### config.mk
export PLATFORM = sky130hd
export DESIGN_NAME = mcpd_isqrt
export DESIGN_NICKNAME = d
export VERILOG_FILES = /design/src/design/mcpd_pkg.sv /design/src/design/mcpd_isqrt.sv
export SDC_FILE = /design/constraint.sdc
export NUM_CORES = 2
export LEC_CHECK = 0
export ABC_AREA = 1
export BUFFER_PORTS_ARGS = -buffer_cell sky130_fd_sc_hd__buf_2
export CORE_ASPECT_RATIO = 0.75
export CORE_UTILIZATION = 60
export DETAILED_ROUTE_END_ITERATION = 10
export GPL_ROUTABILITY_DRIVEN = 0
export PLACE_DENSITY = 0.78
export SLEW_MARGIN = 10
export SYNTH_ARGS = -nofsm -noshare
export SYNTH_HDL_FRONTEND = slang
export SYNTH_SLANG_ARGS = --single-unit
### constraint.sdc
create_clock -name clk_i -period 4.5 [get_ports clk_i]
set_input_delay 0.675 -clock clk_i [delete_from_list [all_inputs] [get_ports clk_i]]
set_output_delay 0.675 -clock clk_i [all_outputs]
set_load 0.02 [all_outputs]
### src/design/mcpd_pkg.sv
// ----------------------------------------------------------------------------
// mcpd_pkg: shared constants for the motion compensated pair distance block
// Field widths, distance saturation value, gate reset value and the residual
// width rule used by both the residual datapath and the top level.
// ----------------------------------------------------------------------------
package mcpd_pkg;

  localparam int POS_W      = 24;  // position, 2^-10 m, signed
  localparam int VEL_W      = 18;  // velocity, 2^-10 m/s, signed
  localparam int TIME_W     = 48;  // timestamp, 2^-16 s ticks, unsigned
  localparam int DIST_W     = 26;  // distances and cost, 2^-10 m, unsigned
  localparam int FRAC_SHIFT = 16;  // drop time fraction from v * dt

  localparam logic [DIST_W-1:0] DIST_MAX   = {DIST_W{1'b1}};
  localparam logic [DIST_W-1:0] GATE_RESET = DIST_W'(4096);

  // Signed width of one residual component for a given dt limit:
  // position difference (POS_W+1) or displacement (limit + 4), plus a sign bit.
  function automatic int resid_w(input int limit_bits);
    int disp_w;
    int diff_w;
    disp_w = limit_bits + 4;
    diff_w = POS_W + 1;
    return ((diff_w > disp_w) ? diff_w : disp_w) + 1;
  endfunction

endpackage

### src/design/mcpd_isqrt.sv
// ----------------------------------------------------------------------------
// mcpd_isqrt: pipelined integer square root, rounded down, saturated
// One result bit per stage (restoring digit recurrence), then a clamp stage
// that limits the root to the distance range.
// ----------------------------------------------------------------------------
module mcpd_isqrt
  import mcpd_pkg::*;
#(
  parameter int IN_W = 53
) (
  input  logic              clk_i,
  input  logic              rst_ni,
  input  logic              valid_i,
  input  logic [IN_W-1:0]   rad_i,
  output logic              valid_o,
  output logic [DIST_W-1:0] dist_o
);

  localparam int RB  = (IN_W + 1) / 2;  // root bits
  localparam int NW  = 2 * RB;          // padded radicand
  localparam int RMW = RB + 3;          // remainder width

  logic [NW-1:0]  rad_p  [RB];
  logic [RMW-1:0] rem_p  [RB];
  logic [RB-1:0]  root_p [RB];
  logic           v_p    [RB];

  logic [NW-1:0]  rad_d  [RB];
  logic [RMW-1:0] rem_d  [RB];
  logic [RB-1:0]  root_d [RB];

  logic [NW-1:0]  rad_q  [RB];
  logic [RMW-1:0] rem_q  [RB];
  logic [RB-1:0]  root_q [RB];
  logic           v_q    [RB];

  logic [RMW-1:0] r_sh   [RB];
  logic [RMW-1:0] trial  [RB];

  logic              vout_q;
  logic [DIST_W-1:0] dist_q;

  // Stage inputs: first stage from the port, the rest from the stage before.
  always_comb begin
    rad_p[0]  = NW'(rad_i);
    rem_p[0]  = '0;
    root_p[0] = '0;
    v_p[0]    = valid_i;
    for (int k = 1; k < RB; k++) begin
      rad_p[k]  = rad_q[k-1];
      rem_p[k]  = rem_q[k-1];
      root_p[k] = root_q[k-1];
      v_p[k]    = v_q[k-1];
    end
  end

  // Bring down two radicand bits, try root*4+1, keep the remainder if it fits.
  always_comb begin
    for (int k = 0; k < RB; k++) begin
      r_sh[k]  = {rem_p[k][RMW-3:0], rad_p[k][NW-1 -: 2]};
      trial[k] = RMW'({root_p[k], 2'b01});
      rad_d[k] = rad_p[k] << 2;
      if (r_sh[k] >= trial[k]) begin
        rem_d[k]  = r_sh[k] - trial[k];
        root_d[k] = {root_p[k][RB-2:0], 1'b1};
      end else begin
        rem_d[k]  = r_sh[k];
        root_d[k] = {root_p[k][RB-2:0], 1'b0};
      end
    end
  end

  always_ff @(posedge clk_i or negedge rst_ni) begin
    if (!rst_ni) begin
      for (int k = 0; k < RB; k++) begin
        v_q[k] <= 1'b0;
      end
      vout_q <= 1'b0;
    end else begin
      for (int k = 0; k < RB; k++) begin
        v_q[k] <= v_p[k];
      end
      vout_q <= v_q[RB-1];
    end
  end

  always_ff @(posedge clk_i) begin
    for (int k = 0; k < RB; k++) begin
      rad_q[k]  <= rad_d[k];
      rem_q[k]  <= rem_d[k];
      root_q[k] <= root_d[k];
    end
    dist_q <= (root_q[RB-1] > RB'(DIST_MAX)) ? DIST_MAX : root_q[RB-1][DIST_W-1:0];
  end

  assign valid_o = vout_q;
  assign dist_o  = dist_q;

endmodule

# --- After elaboration in Yosys (flattened, before gate mapping) ---
# Memory sizes are Yosys's and may differ from the RTL's.
# Cells that the tools add are included.
op_classes:
  n_mux: 54
  n_shift: 0
  n_lt_le_gt_ge: 28
  mul: 0
  eq_ne: 0
  n_reduce_logical: 0
  addsub: 27
  bitwise_logic: 0
  div_mod_pow: 0
op_table:
  columns: ["cell", "count"]
  rows:
  - ["2-to-1 mux 30 bit", 27]
  - [">= comparator 30 x 29 -> 1 bit", 26]
  - ["subtractor 30 x 29 -> 30 bit", 26]
  - ["> comparator 27 x 26 -> 1 bit, second input constant", 1]
  - ["2-to-1 mux 1 bit", 27]
  - ["subtractor 1 x 1 -> 2 bit, second input constant", 1]
  - [">= comparator 1 bit, second input constant", 1]
totals:
  rom_bits: 0
  latch_bits: 0
  regBits: 54
  wordCells: 141
  out_inout_bits: 27
  mem_bits_rw: 2943
  mem_count: 3
  input_bits: 56
mem_list:
  columns: ["name", "words", "width", "rd", "rd_clocked_by_memory_dff", "wr", "line_no", "text"]
  rows:
  - ["rad_q", 27, 52, 26, 0, 27, "mcpd_isqrt.sv:32", "logic [NW-1:0] rad_q [RB];"]
  - ["rem_q", 27, 30, 26, 0, 27, "mcpd_isqrt.sv:33", "logic [RMW-1:0] rem_q [RB];"]
  - ["root_q", 27, 27, 27, 0, 27, "mcpd_isqrt.sv:34", "logic [RB-1:0] root_q [RB];"]

# --- Longest topological paths before layout ---
# An unclocked memory read counts as a cell.
depth:
  depth_word: 3
  mapped_depth: 16

# --- Worst setup path before layout ---
# OpenSTA, ideal clock, no wires.
synth_path:
  path_type: "register -> register"
  startpoint: "memory root_q[0][109] (netlist name)"
  endpoint: "memory rem_q[0][156] (netlist name)"
  arrival_time_ps: 1739
  path_slack_ps: 2648
  required_ps: 4388
  n_path_buf: 1
  stages_incl_launch_ff: 14
  cell_sequence: "dfxtp_1 inv_1 ha_1 a21oi_2 o21ai_2 nand2_1 nand2_1 nand2_2 nand2_2 nor2_4 nand2_4 buf_6 nand2_1 nand2_1"
synth_rtl:
  columns: ["element", "line_no"]
  rows:
  - ["start, declared", "mcpd_isqrt.sv:34"]
  - ["end, declared", "mcpd_isqrt.sv:33"]

==> impl_summary.log <==
INFO  metric filler_cell_count = 10,880
INFO  metric min_period = 2.985 ns
INFO  metric synth.distinct_cells = 51
INFO  metric endpoint = rem_q[1][265]
INFO  metric placeable_core_region = 132,100 µm²
INFO  metric power_density = 539.9 nW/µm²
INFO  metric start_kind = register
INFO  metric post_synthesis_cell_area = 80,420 µm²
INFO  metric die_w = 424.8 µm
INFO  metric synthFlopType = sky130_fd_sc_hd__dfxtp_1
INFO  metric synth_largest_type_area_fraction = 44.53%
INFO  metric slew_headroom = 37.97%
INFO  metric clock_latency = 0.83 ns
INFO  metric global_route_wire_length_before_repair = 337,400 µm
INFO  metric final_min_period_over_clock_period = 66.33%
INFO  metric synth_async_sr_flop_share = 1.541%
INFO  metric timing.critical_path.from = root_q[1][211]
INFO  metric worst_setup_path_class = register to register
INFO  metric area_growth = 10.46%
INFO  metric fraction_of_power_spent_switching_nets = 34.90%
INFO  metric crit_path_cell_trace = inv_1 -> ha_1 -> nand2_1 -> nor3_1 -> nand2_1 -> nand2_1 -> nor2_1 -> nand2_2 -> inv_2 -> nand2_1 -> nand2_1
INFO  metric cp_num_cells = 11
INFO  metric netsw = 16,740 µW
INFO  metric input_output_buffers = 82
INFO  metric share_of_total_power_in_the_clock_network = 31.3%
INFO  metric p_int = 31,220 µW
INFO  metric grt_overflow = 0
INFO  metric avgViaCountPerCell = 5.342
INFO  metric critPathMostFrequentCell = sky130_fd_sc_hd__nand2_1
INFO  metric max-vdd-ir-drop = 444.5 µV
INFO  metric synth_area_per_cell = 7.197 µm²
INFO  metric vias_in_the_first_global_route = 65,230
INFO  metric yosys.area.top_type = sky130_fd_sc_hd__dfxtp_1
INFO  metric reg2reg_from = root_q[1][211]
INFO  metric detailedRoute.firstIterationViolations = 9,039
INFO  metric setup_total_negative_slack = 0 ns
INFO  metric grt_max_degree = 38
INFO  metric timing.rr.end = rem_q[1][265]
INFO  metric tritoncts = done
INFO  metric end_kind = register
INFO  metric clock_sink_count = 1,817
INFO  metric critPathMaxFanout = 29
INFO  metric routedWlPerCell = 16.09 µm
INFO  metric max_freq = 0.3350 GHz
INFO  metric clock_pin_transition_on_the_worst_setup_and_hold_timing_paths = 0.07 ns
INFO  metric worstHoldPathType = register to register
INFO  metric drt_first_pass_iters = 8
INFO  metric post-cts-setup-buffer-count = 0
INFO  metric post-dp-hpwl = 163,200 µm
INFO  metric yosys_warnings = 0
INFO  metric setup_viol_count_final = 0
INFO  metric drtAntennaViolNets = 0
INFO  metric initial_core_util = 60.89%
INFO  metric synth_enable_flop_cells = 0
INFO  metric via_count = 70,970
INFO  metric fraction_of_final_layout_cells_with_drive_strength_greater_than_1 = 4.935%
INFO  metric critPathBufInv = 2
INFO  metric slowest_delay = 0.49 ns
INFO  metric crit_path_slowest_cell = sky130_fd_sc_hd__nand2_2
INFO  metric grt_antenna_before_repair = 3
INFO  metric worst_pin_slew = 0.9271 ns
INFO  metric finClkSkew = 0.04088 ns
INFO  metric synth_cells = 11,180
INFO  metric data_required_time_of_the_critical_path = 5.17 ns
INFO  metric hold_violations = 0
INFO  metric core.rowCount = 115
INFO  metric synthesis.nets = 11,640
INFO  metric synth_top_cells_by_area = sky130_fd_sc_hd__dfxtp_1 45%, sky130_fd_sc_hd__nand2_1 17%, sky130_fd_sc_hd__inv_1 9.2%, sky130_fd_sc_hd__ha_1 6.3%, sky130_fd_sc_hd__nor2_1 4.3%
INFO  metric post_cts_resized = 0
INFO  metric total_die_area = 135,500 µm²
INFO  metric clock_tree.root_cell = sky130_fd_sc_hd__clkbuf_16
INFO  metric floorplan.io_pins = 83
INFO  metric globalRouteTotalUtil = 30.87%
INFO  metric fin_cells = 13,290
INFO  metric worst-r2r-setup-slack = 1.52 ns
INFO  metric cts-buffers-inserted = 165
INFO  metric sequential_to_total_area_share_from_yosys_stat = 45.40%
INFO  metric max_cap_viol_count = 0
INFO  metric h_tree_depth_reported_by_cts = 4
INFO  metric status = finished clean
INFO  metric finalMaxSlewViolations = 0
INFO  metric relative_contribution_of_combinational_cells_to_total_power = 25.0%
INFO  metric rsz0062_at_grt = no
INFO  metric cpLargestDelayFamily = simple AND/OR/NAND/NOR gates
INFO  metric postRouteWirelength = 213,800 µm
INFO  metric die_h = 319.1 µm
INFO  metric reg2regPathDepth = 11
INFO  metric drc_errors = 0
INFO  metric cp.arrival = 3.66 ns
INFO  metric seqPwrFrac = 43.7%
INFO  metric finish.net_count = 11,850
INFO  metric placed_cells = 12,920
INFO  metric ctsLongestPathBuffers = 3
INFO  metric p_leak = 0.04808 µW
INFO  metric synth_seq_cells = 1,817
[routing by layer]
| layer | global-route usage, % | wire length, µm | vias up |
|---|---|---|---|
| met5 | 0 | 23 | - |
| met4 | 8.609 | 6117 | 4 |
| met3 | 8.288 | 27870 | 554 |
| met2 | 45.41 | 87070 | 3990 |
| met1 | 44.20 | 92720 | 31750 |
| li1 | - | - | 34670 |
[power by group through the flow]
stage | clock (µW) | sequential, µW | combinational (µW)
floorplan | 0 | 20100 | 8740
detailed placement | 0 | 21200 | 11400
finish | 15000 | 21000 | 12000
CTS | 15200 | 20800 | 11600
global route | 15900 | 21100 | 13300
global placement | 0 | 21100 | 11100
[cell usage after synthesis, types with 96 or more instances]
cell type	instances
sky130_fd_sc_hd__a21oi_1	425
sky130_fd_sc_hd__dfxtp_1	1789
sky130_fd_sc_hd__ha_1	404
sky130_fd_sc_hd__inv_1	1970
sky130_fd_sc_hd__nand2_1	3741
sky130_fd_sc_hd__nand3_1	636
sky130_fd_sc_hd__nand4_1	160
sky130_fd_sc_hd__nor2_1	932
sky130_fd_sc_hd__nor3_1	100
sky130_fd_sc_hd__o21ai_0	205
sky130_fd_sc_hd__xnor2_1	96
sky130_fd_sc_hd__xor2_1	187
[state kept, by name (all words and copies together) (netlist names)]
register and cells:
v_q 1, dist_o 26, valid_o 1, rem_q 683
v_p 26, rad_q 702, root_q 378
[metrics by stage]
step           worst slack (ns)  instance area, µm²  power (µW)  hold WS (ns)  utilization (%)
2_1_floorplan             2.648               80420       28870        0.3096                -
3_3_place_gp              1.657               82360       32220        0.3095            62.35
3_5_place_dp              1.646               82360       32530        0.3121            62.35
4_1_cts                   1.637               88830       47640        0.3212            67.25
5_1_grt                   1.310               88830       50370        0.3166            67.25
6_report                  1.515               88840       47960        0.3091            67.26
[cell type report]
cell class                      instances  area [µm²]  share of cell area, %
Antenna cell                            2       5.005               0.005634
Multi-Input combinational cell       7278       35740                  40.23
Clock inverter                         89        1310                  1.475
Sequential cell                      1817       36520                  41.10
Timing Repair Buffer                  140       983.4                  1.107
Tap cell                             1755        2196                  2.472
Clock buffer                          217        4616                  5.196
Inverter                             1989        7478                  8.418
[cell families after synthesis]
| family | after synthesis | share of synthesized area (%) |
|---|---|---|
| XOR/XNOR | 283 | 3.082 |
| other | 1 | 0.004663 |
| AND/OR/NAND/NOR | 5815 | 29.84 |
| buffers and inverters | 2080 | 10.16 |
| adder cells (fa/ha/maj) | 404 | 6.285 |
| AO/OA/AOI/OAI | 775 | 5.223 |
| flip-flops | 1817 | 45.40 |
[repair_timing]
| item | CTS | global route |
|---|---|---|
| endpoints found under the setup margin | 0 | 0 |
| endpoints found under the hold margin | 82 | 0 |
| hold buffers | 55 | 0 |
[layout by cell type (no fill, tap or decap), drive strengths merged, types with 72 or more instances in the layout]
master,n
xnor2,96
inv,2001
a21oi,455
ha,404
buf,85
nor2,963
clkbuf,217
nand3b,72
nand2,3764
xor2,187
dfxtp,1789
nor3,104
o21ai,274
nand3,646
nand4,161
[worst min-delay path by stage]
stage               endpoint     startpoint  cells past startpoint
4_1_cts        rad_q[0][596]  rad_q[0][542]                      0
3_5_place_dp   rad_q[0][119]   rad_q[0][65]                      0
2_1_floorplan  rad_q[0][100]   rad_q[0][46]                      0
5_1_grt        rad_q[0][597]  rad_q[0][543]                      0
3_3_place_gp   rad_q[0][813]  rad_q[0][759]                      0
6_report       rad_q[0][816]  rad_q[0][762]                      0
(Power assumes the default switching activity.)
